$ cat config.mk
export PLATFORM = sky130hd
export DESIGN_NAME = matrix_column_and_row_norm_flat
export DESIGN_NICKNAME = d
export VERILOG_FILES = /design/src/rtl/mcrn_pkg.sv /design/src/rtl/mcrn_if.sv /design/src/rtl/mcrn_col_ram.sv /design/src/rtl/mcrn_accum.sv /design/src/rtl/matrix_column_and_row_norm.sv /design/src/flat_wrapper.sv
export SDC_FILE = /design/constraint.sdc
export NUM_CORES = 2
export LEC_CHECK = 0
export BUFFER_PORTS_ARGS = -buffer_cell sky130_fd_sc_hd__buf_2
export CORE_MARGIN = 4
export CORE_UTILIZATION = 28
export DETAILED_ROUTE_END_ITERATION = 8
export PLACE_DENSITY_LB_ADDON = 0.05
export SLEW_MARGIN = 20
export SYNTH_ARGS = -nofsm -noshare
export SYNTH_HDL_FRONTEND = slang
export SYNTH_SLANG_ARGS = --single-unit
$ cat constraint.sdc
create_clock -name clk -period 10 [get_ports clk]
set_clock_uncertainty 0.1 [all_clocks]
set_input_delay 1 -clock clk [delete_from_list [all_inputs] [get_ports clk]]
set_output_delay 1 -clock clk [all_outputs]
set_load 0.02 [all_outputs]
$ cat src/rtl/mcrn_pkg.sv
// ----------------------------------------------------------------------------
// mcrn_pkg: shared definitions for the matrix column and row norm block
// Widths, position flags and the saturating add used by the datapath.
// ----------------------------------------------------------------------------
package mcrn_pkg;

  localparam int MAX_ORDER = 64;
  localparam int ADDR_W    = $clog2(MAX_ORDER);
  localparam int ORD_W     = $clog2(MAX_ORDER + 1);
  localparam int ELEM_W    = 32;
  localparam int MAG_W     = 32;
  localparam int SUM_W     = 38;

  // where an element sits in the matrix
  typedef struct packed {
    logic first_row;
    logic last_row;
    logic last_col;
  } mcrn_pos_t;

  // two's complement magnitude; the most negative value gives 2^31 exactly
  function automatic logic [MAG_W-1:0] abs_mag(input logic signed [ELEM_W-1:0] v);
    logic [MAG_W-1:0] raw;
    raw = MAG_W'(v);
    return v[ELEM_W-1] ? (~raw + MAG_W'(1)) : raw;
  endfunction

  // add, clamping at all ones
  function automatic logic [SUM_W-1:0] sat_add(input logic [SUM_W-1:0] a,
                                               input logic [MAG_W-1:0] b);
    logic [SUM_W:0] s;
    s = {1'b0, a} + (SUM_W + 1)'(b);
    return s[SUM_W] ? {SUM_W{1'b1}} : s[SUM_W-1:0];
  endfunction

endpackage

$ cat src/rtl/mcrn_if.sv
// ----------------------------------------------------------------------------
// mcrn_if: request channels of the matrix column and row norm block
// Element channel in, norm pair channel out; valid/ready handshake.
// ----------------------------------------------------------------------------
interface mcrn_elem_if import mcrn_pkg::*; ();
  logic                     valid;
  logic                     ready;
  logic signed [ELEM_W-1:0] element_value;

  modport source (output valid, output element_value, input ready);
  modport sink   (input valid, input element_value, output ready);
endinterface

interface mcrn_norm_if import mcrn_pkg::*; ();
  logic             valid;
  logic             ready;
  logic [SUM_W-1:0] column_norm;
  logic [SUM_W-1:0] row_norm;

  modport source (output valid, output column_norm, output row_norm, input ready);
  modport sink   (input valid, input column_norm, input row_norm, output ready);
endinterface

$ cat src/rtl/mcrn_col_ram.sv
// ----------------------------------------------------------------------------
// mcrn_col_ram: column sum store
// One write and one read port, read data registered.
// ----------------------------------------------------------------------------
module mcrn_col_ram import mcrn_pkg::*; (
  input  logic              clk,
  input  logic              rd_en,
  input  logic [ADDR_W-1:0] rd_addr,
  output logic [SUM_W-1:0]  rd_data_r,
  input  logic              wr_en,
  input  logic [ADDR_W-1:0] wr_addr,
  input  logic [SUM_W-1:0]  wr_data
);

  logic [SUM_W-1:0] mem [MAX_ORDER];

  always_ff @(posedge clk) begin
    if (wr_en) begin
      mem[wr_addr] <= wr_data;
    end
  end

  always_ff @(posedge clk) begin
    if (rd_en) begin
      rd_data_r <= mem[rd_addr];
    end
  end

endmodule

$ cat src/rtl/mcrn_accum.sv
// ----------------------------------------------------------------------------
// mcrn_accum: sum update and maxima
// Forms the new column sum, keeps the running row sum and both maxima.
// ----------------------------------------------------------------------------
module mcrn_accum import mcrn_pkg::*; (
  input  logic             clk,
  input  logic             rst_n,
  input  logic             clear,
  input  logic             step,
  input  mcrn_pos_t        pos,
  input  logic [MAG_W-1:0] mag,
  input  logic [SUM_W-1:0] col_old,
  output logic [SUM_W-1:0] col_sum,
  output logic [SUM_W-1:0] col_max_nxt,
  output logic [SUM_W-1:0] row_max_nxt
);

  logic [SUM_W-1:0] row_run_r, row_run_nxt;
  logic [SUM_W-1:0] col_max_r, row_max_r;
  logic [SUM_W-1:0] row_acc;

  // first row overwrites, later rows add
  assign col_sum = pos.first_row ? SUM_W'(mag) : sat_add(col_old, mag);
  assign row_acc = sat_add(row_run_r, mag);

  assign col_max_nxt = (pos.last_row && (col_sum > col_max_r)) ? col_sum : col_max_r;
  assign row_max_nxt = (pos.last_col && (row_acc > row_max_r)) ? row_acc : row_max_r;
  assign row_run_nxt = pos.last_col ? '0 : row_acc;

  always_ff @(posedge clk) begin
    if (!rst_n || clear) begin
      row_run_r <= '0;
      col_max_r <= '0;
      row_max_r <= '0;
    end else if (step) begin
      if (pos.last_row && pos.last_col) begin
        row_run_r <= '0;
        col_max_r <= '0;
        row_max_r <= '0;
      end else begin
        row_run_r <= row_run_nxt;
        col_max_r <= col_max_nxt;
        row_max_r <= row_max_nxt;
      end
    end
  end

endmodule

$ cat src/rtl/matrix_column_and_row_norm.sv
// ----------------------------------------------------------------------------
// matrix_column_and_row_norm: one-norm and infinity-norm of a square matrix
// Streams row-major Q15.16 elements and returns the largest column and row
// sums of absolute values once the last element is in.
// ----------------------------------------------------------------------------
// Usage: write the order n (1..64; 0 acts as 1, above 64 acts as 64) on
// cfg_wr_en/cfg_wr_data while idle; a write also abandons a matrix in
// progress. Then send n*n elements, row-major. The block takes one element
// per clock unless a final element waits for the result slot: the column
// sum store RAM is read (registered) on accept and written back as the
// element retires from stage 1, so no forwarding is needed. The norm pair
// request leaves via the result register once the last element retires
// and stays there until taken; only the last element of the next matrix
// waits on it. No clearing pass: row 0 overwrites every column sum first.
// ----------------------------------------------------------------------------
module matrix_column_and_row_norm import mcrn_pkg::*; (
  input  logic               clk,
  input  logic               rst_n,
  input  logic               cfg_wr_en,
  input  logic [ORD_W-1:0]   cfg_wr_data,
  mcrn_elem_if.sink          in_ch,
  mcrn_norm_if.source        out_ch
);

  // effective order, clamped on write
  logic [ORD_W-1:0]  order_r;
  logic [ORD_W-1:0]  order_nxt;

  // position of the next element
  logic [ADDR_W-1:0] col_pos_r, col_pos_nxt;
  logic [ADDR_W-1:0] row_pos_r, row_pos_nxt;

  // stage 1: element waiting for its column sum from the RAM
  logic              s1_valid_r, s1_valid_nxt;
  mcrn_pos_t         s1_pos_r;
  logic [MAG_W-1:0]  s1_mag_r;
  logic [ADDR_W-1:0] s1_col_r;

  // result register
  logic              out_valid_r;
  logic [SUM_W-1:0]  col_norm_r, row_norm_r;

  logic              in_fire, s1_done, s1_final;
  mcrn_pos_t         in_pos;
  logic [SUM_W-1:0]  ram_rd_data, col_sum, col_max_nxt, row_max_nxt;

  // ---- order register --------------------------------------------------------
  always_comb begin
    order_nxt = cfg_wr_data;
    if (cfg_wr_data == '0) begin
      order_nxt = ORD_W'(1);
    end else if (cfg_wr_data > ORD_W'(MAX_ORDER)) begin
      order_nxt = ORD_W'(MAX_ORDER);
    end
  end

  always_ff @(posedge clk) begin
    if (!rst_n) begin
      order_r <= ORD_W'(1);
    end else if (cfg_wr_en) begin
      order_r <= order_nxt;
    end
  end

  // ---- handshake -------------------------------------------------------------
  // the final element of a matrix may only retire into an empty result slot or one taken in the same cycle
  assign s1_final = s1_pos_r.last_row && s1_pos_r.last_col;
  assign s1_done  = s1_valid_r && (!s1_final || !out_valid_r || out_ch.ready);
  assign in_ch.ready = !s1_valid_r || s1_done;
  assign in_fire  = in_ch.valid && in_ch.ready;

  // ---- position counters -----------------------------------------------------
  assign in_pos.first_row = (row_pos_r == '0);
  assign in_pos.last_row  = ({1'b0, row_pos_r} == (order_r - ORD_W'(1)));
  assign in_pos.last_col  = ({1'b0, col_pos_r} == (order_r - ORD_W'(1)));

  always_comb begin
    col_pos_nxt = col_pos_r + ADDR_W'(1);
    row_pos_nxt = row_pos_r;
    if (in_pos.last_col) begin
      col_pos_nxt = '0;
      row_pos_nxt = in_pos.last_row ? '0 : row_pos_r + ADDR_W'(1);
    end
  end

  always_ff @(posedge clk) begin
    if (!rst_n || cfg_wr_en) begin
      col_pos_r <= '0;
      row_pos_r <= '0;
    end else if (in_fire) begin
      col_pos_r <= col_pos_nxt;
      row_pos_r <= row_pos_nxt;
    end
  end

  // ---- stage 1 ---------------------------------------------------------------
  assign s1_valid_nxt = in_fire ? 1'b1 : (s1_done ? 1'b0 : s1_valid_r);

  always_ff @(posedge clk) begin
    if (!rst_n) begin
      s1_valid_r <= 1'b0;
    end else begin
      s1_valid_r <= s1_valid_nxt;
    end
  end

  always_ff @(posedge clk) begin
    if (in_fire) begin
      s1_pos_r <= in_pos;
      s1_mag_r <= abs_mag(in_ch.element_value);
      s1_col_r <= col_pos_r;
    end
  end

  // ---- column sum store: read on accept, write back on retire ---------------
  mcrn_col_ram u_col_ram (
    .clk       (clk),
    .rd_en     (in_fire),
    .rd_addr   (col_pos_r),
    .rd_data_r (ram_rd_data),
    .wr_en     (s1_done),
    .wr_addr   (s1_col_r),
    .wr_data   (col_sum)
  );

  mcrn_accum u_accum (
    .clk         (clk),
    .rst_n       (rst_n),
    .clear       (cfg_wr_en),
    .step        (s1_done),
    .pos         (s1_pos_r),
    .mag         (s1_mag_r),
    .col_old     (ram_rd_data),
    .col_sum     (col_sum),
    .col_max_nxt (col_max_nxt),
    .row_max_nxt (row_max_nxt)
  );

  // ---- result register -------------------------------------------------------
  always_ff @(posedge clk) begin
    if (!rst_n) begin
      out_valid_r <= 1'b0;
    end else if (s1_done && s1_final) begin
      out_valid_r <= 1'b1;
    end else if (out_ch.ready) begin
      out_valid_r <= 1'b0;
    end
  end

  always_ff @(posedge clk) begin
    if (s1_done && s1_final) begin
      col_norm_r <= col_max_nxt;
      row_norm_r <= row_max_nxt;
    end
  end

  assign out_ch.valid       = out_valid_r;
  assign out_ch.column_norm = col_norm_r;
  assign out_ch.row_norm    = row_norm_r;

  // ---- assertions ------------------------------------------------------------
  // stage 1 only holds a final element that waits for the result slot
  a_stall_cause: assert property (@(posedge clk) disable iff (!rst_n)
    (s1_valid_r && !s1_done) |-> (out_valid_r && !out_ch.ready && s1_final))
    else $error("stage 1 stalled without a blocked result");

  // positions stay inside the matrix
  a_pos_range: assert property (@(posedge clk) disable iff (!rst_n)
    ({1'b0, col_pos_r} < order_r) && ({1'b0, row_pos_r} < order_r))
    else $error("element position beyond matrix order");

  // a result appears only after the final element retired
  a_result_src: assert property (@(posedge clk) disable iff (!rst_n)
    $rose(out_valid_r) |-> $past(s1_done && s1_final))
    else $error("result raised without a final element");

  // a held result is not overwritten
  a_result_hold: assert property (@(posedge clk) disable iff (!rst_n)
    (out_valid_r && !out_ch.ready) |=> ($stable(col_norm_r) && $stable(row_norm_r)))
    else $error("pending result overwritten");

endmodule

$ cat src/flat_wrapper.sv
// flat-port wrapper written by rule: the top's interface ports become plain ports
module matrix_column_and_row_norm_flat import mcrn_pkg::*;
  (clk, rst_n, cfg_wr_en, cfg_wr_data, in_ch_valid, in_ch_element_value, in_ch_ready, out_ch_valid, out_ch_column_norm, out_ch_row_norm, out_ch_ready);
  mcrn_elem_if in_ch_i ();
  mcrn_norm_if out_ch_i ();
  input  logic clk;
  input  logic rst_n;
  input  logic cfg_wr_en;
  input  logic [ORD_W-1:0] cfg_wr_data;
  input wire logic [$bits(in_ch_i.valid)-1:0] in_ch_valid;
  input wire logic [$bits(in_ch_i.element_value)-1:0] in_ch_element_value;
  output wire logic [$bits(in_ch_i.ready)-1:0] in_ch_ready;
  output wire logic [$bits(out_ch_i.valid)-1:0] out_ch_valid;
  output wire logic [$bits(out_ch_i.column_norm)-1:0] out_ch_column_norm;
  output wire logic [$bits(out_ch_i.row_norm)-1:0] out_ch_row_norm;
  input wire logic [$bits(out_ch_i.ready)-1:0] out_ch_ready;
  assign in_ch_i.valid = in_ch_valid;
  assign in_ch_i.element_value = in_ch_element_value;
  assign in_ch_ready = in_ch_i.ready;
  assign out_ch_valid = out_ch_i.valid;
  assign out_ch_column_norm = out_ch_i.column_norm;
  assign out_ch_row_norm = out_ch_i.row_norm;
  assign out_ch_i.ready = out_ch_ready;
  matrix_column_and_row_norm u_core (.clk(clk), .rst_n(rst_n), .cfg_wr_en(cfg_wr_en), .cfg_wr_data(cfg_wr_data), .in_ch(in_ch_i), .out_ch(out_ch_i));
endmodule
==> impl_metrics.tcl <==
set metrics [dict create \
    clkPwrFrac_pct 43.9 \
    rr_startpoint "u_core.s1_mag_r[0]" \
    cp-start-kind "flop" \
    syn_nets 5507 \
    grt_antenna_before_repair 42 \
    core_sq_um 389000 \
    cts_root_buf "clkbuf_16" \
    top_layer "met5" \
    peakVddDrop_mv 0.125 \
    pwr-share-seq_pct 50.1 \
    synthTopCellsByArea "edfxtp_1 (71%), mux4_2 (16%), dfxtp_1 (2.5%)" \
    clkSinkCount 2722 \
    cp.required_ns 10.72 \
    rsz0062_at_grt "false" \
    wirelength_mm 354 \
    routed-wl-met3_mm 13.2 \
    period_share_pct 79.3 \
    wl_met1_mm 162 \
    h-tree-depth 5 \
    max_slew_margin_pct 26.6 \
    max_freq_mhz 126 \
    placementRows 229 \
    reg2reg_to "u_core.u_accum.col_max_r[33]" \
    dp_slack_ns 1.98 \
    crit_arrival_ns 8.65 \
    hpwlAfterDp_mm 210 \
    whs_endpoint "u_core.order_r[0]" \
    nNetsFinal 5865 \
    hold_viol 0 \
    fin_setup_tns_ns 0 \
    min_path_cells 2 \
    synthTopCellsByCount "edfxtp_1 (2,587), mux4_2 (798), nor2_1 (208)" \
    final_antenna_net_count 0 \
    layout-drive-gt1-share_pct 28.6 \
    yosys.area.top_type "edfxtp_1" \
    leakage_nw 39.2 \
    syn_avg_cell_area_sq_um 20.6 \
    grt_pass1_wl_mm 488 \
    period_needed_ns 7.93 \
    die_area_sq_um 401000 \
    synthCells 5316 \
    dr_total_vias 54600 \
    p_comb_share_pct 6.0 \
    vias_per_cell 4.90 \
    rrSetupSlack_ns 2.07 \
    place.gp.congestion 0.817 \
    hold_buffers 0 \
    ys_ff_latch 2722 \
    reg2reg_depth 21 \
    area_growth_syn_to_layout_pct 16.8 \
    status "completed" \
    track_usage_pct 17.4 \
    synth_most_common_cell "edfxtp_1" \
    met2_length_mm 172 \
    syn_area_sq_um 109000 \
    clk_latency_ns 0.91 \
    start_util_pct 28.1 \
    setup_violations 0 \
    grt_max_degree 103 \
    worstSetupEndpointType "flop" \
    grt.overflow.total 0 \
    grt_pass1_vias 56600 \
    die_w_um 633 \
    firstDrtPassIters 5 \
    tritoncts "built" \
    post_cts_buffers 0 \
    ys_seq_area_share_pct 73.5 \
    internal-power_w 0.0197 \
    numPortBuffers 121 \
    drc 0 \
    clkTransAtPathRegs_ns 0.06 \
    yosysUniqueCellTypes 76 \
    critPathKind "reg2reg" \
    switching_share_pct 22.7 \
    cap_violations 0 \
    fin_ws_ns 2.07 \
    post_cts_resized 0 \
    min_from "rst_n" \
    cts_buffers 320 \
    die_h_um 633 \
    wl_per_cell_um 31.8 \
    synth_top_area_share_pct 71.0 \
    async_flop_share_pct 0 \
    timing.final.max_slew_violations 0 \
    hold_class "in2reg" \
    powerDensity_nw_per_um2 200 \
    ys_warn_count 0 \
    synth_ff_type "edfxtp_1" \
    pin_count 122 \
    drt_iter0_markers 4337 \
    crit_path_max_fanout 67 \
    tightest_slew_ns 1.10 \
    cts_max_path_buffers 4 \
    switching_power_w 0.00579 \
    synth_edf_count 2587 \
]
## state kept, by name, indices dropped and copies added, names as in the netlist
signal and cells:
u_core.u_col_ram.mem 2432, u_core.out_ch.column_norm 38, u_core.out_ch.row_norm 38, u_core.u_accum.col_max_r 38, u_core.u_accum.row_max_r 38, u_core.u_accum.row_run_r 38, u_core.u_col_ram.rd_data_r 38, u_core.s1_mag_r 32
u_core.order_r 7, u_core.col_pos_r 6, u_core.row_pos_r 6, u_core.s1_col_r 6, u_core.s1_pos_r 3, u_core.out_ch.valid 1, u_core.s1_valid_r 1
## per-layer routing
metal / track usage [%] / vias up
li1: - / 22900
met1: 24.6 / 30100
met2: 29.0 / 1169
met3: 2.10 / 389
met4: 3.63 / 2
met5: 0 / -
## worst max-delay path by stage
stage / from / to / slack (ns) / cells after the start
after global routing: u_core.s1_mag_r[0] / u_core.u_accum.col_max_r[33] / 1.53 / 21
after global placement: u_core.s1_mag_r[0] / u_core.u_accum.col_max_r[33] / 2.04 / 21
after CTS: u_core.s1_mag_r[0] / u_core.u_accum.col_max_r[35] / 1.96 / 21
after detailed placement: u_core.s1_mag_r[0] / u_core.u_accum.col_max_r[35] / 1.98 / 21
after floorplan: u_core.s1_mag_r[0] / u_core.out_ch.column_norm[16] / 1.76 / 22
final: u_core.s1_mag_r[0] / u_core.u_accum.col_max_r[33] / 2.07 / 21
## power by group through the flow
stage / clock network (W) / registers [W] / logic, W
final: 0.0112 / 0.0128 / 0.00153
after global routing: 0.0121 / 0.0128 / 0.00168
after CTS: 0.0116 / 0.0128 / 0.00157
after detailed placement: 0 / 0.0130 / 0.00157
after global placement: 0 / 0.0130 / 0.00156
after floorplan: 0 / 0.0130 / 0.000933
## through the flow
stage / total power [W] / std cells / hold WS, ns / utilization [%] / cell area [sq um]
after floorplan: 0.0139 / 5316 / 0.306 / - / 109000
after global placement: 0.0146 / 10500 / 0.348 / 30.3 / 118000
after detailed placement: 0.0146 / 10500 / 0.350 / 30.3 / 118000
after CTS: 0.0260 / 11100 / 0.201 / 32.8 / 128000
after global routing: 0.0266 / 11100 / 0.271 / 32.8 / 128000
final: 0.0255 / 11100 / 0.321 / 32.9 / 128000
## worst max-delay path, cell delays in order, from the launching register on
cell and delay [ns]:
edfxtp_1 0.40, ha_1 0.23, inv_1 0.08, fa_1 0.39
nand2b_1 0.19, a21o_1 0.20, a2111o_1 0.48, and3_1 0.25
or4_4 0.58, a21oi_4 0.60, inv_4 0.40, a2bb2oi_4 0.23
buf_4 0.51, ha_1 0.24, nand4_1 0.09, nor3_1 0.29
nor3b_1 0.30, a21bo_2 0.28, a221oi_4 0.70, and2_2 0.86
nand2_1 0.22, o21ai_0 0.21
## final cells by class
class	count	area [sq um]
well taps	5197	6500
diodes	20	50.0
clock inverters	157	1300
multi-input cells	2192	28300
fillers	36900	261000
repair buffers	300	2100
flip-flops and latches	2722	80400
inverters	138	522
clock buffers	419	8620
## layout by cell type (no fill, tap or decap), drive strengths merged, types with 17 or more instances in the layout
cell       n
clkinv   126
inv      149
a31oi     38
mux4     798
nor2     208
a22o      64
nand3     28
xor2      44
nand4     27
nor3      20
ha       145
mux2      37
diode     20
a21o      37
a21oi    135
bufinv    17
nand2    168
xnor2     62
edfxtp  2587
buf      300
o21ai    119
clkbuf   419
dfxtp    135
## kinds of logic (layout without fill, tap and decap cells)
| logic type | Yosys count | after routing | synth area share [%] |
|---|---|---|---|
| compound gates | 531 | 531 | 3.34 |
| xor+xnor | 107 | 107 | 0.869 |
| fa+ha+maj | 147 | 147 | 1.69 |
| buf+inv | 402 | 1014 | 1.40 |
| flops | 2722 | 2722 | 73.5 |
| mux | 841 | 841 | 16.9 |
| other cells | 0 | 20 | 0 |
| simple gates | 566 | 566 | 2.38 |
Power figures use the tool's default switching activity.
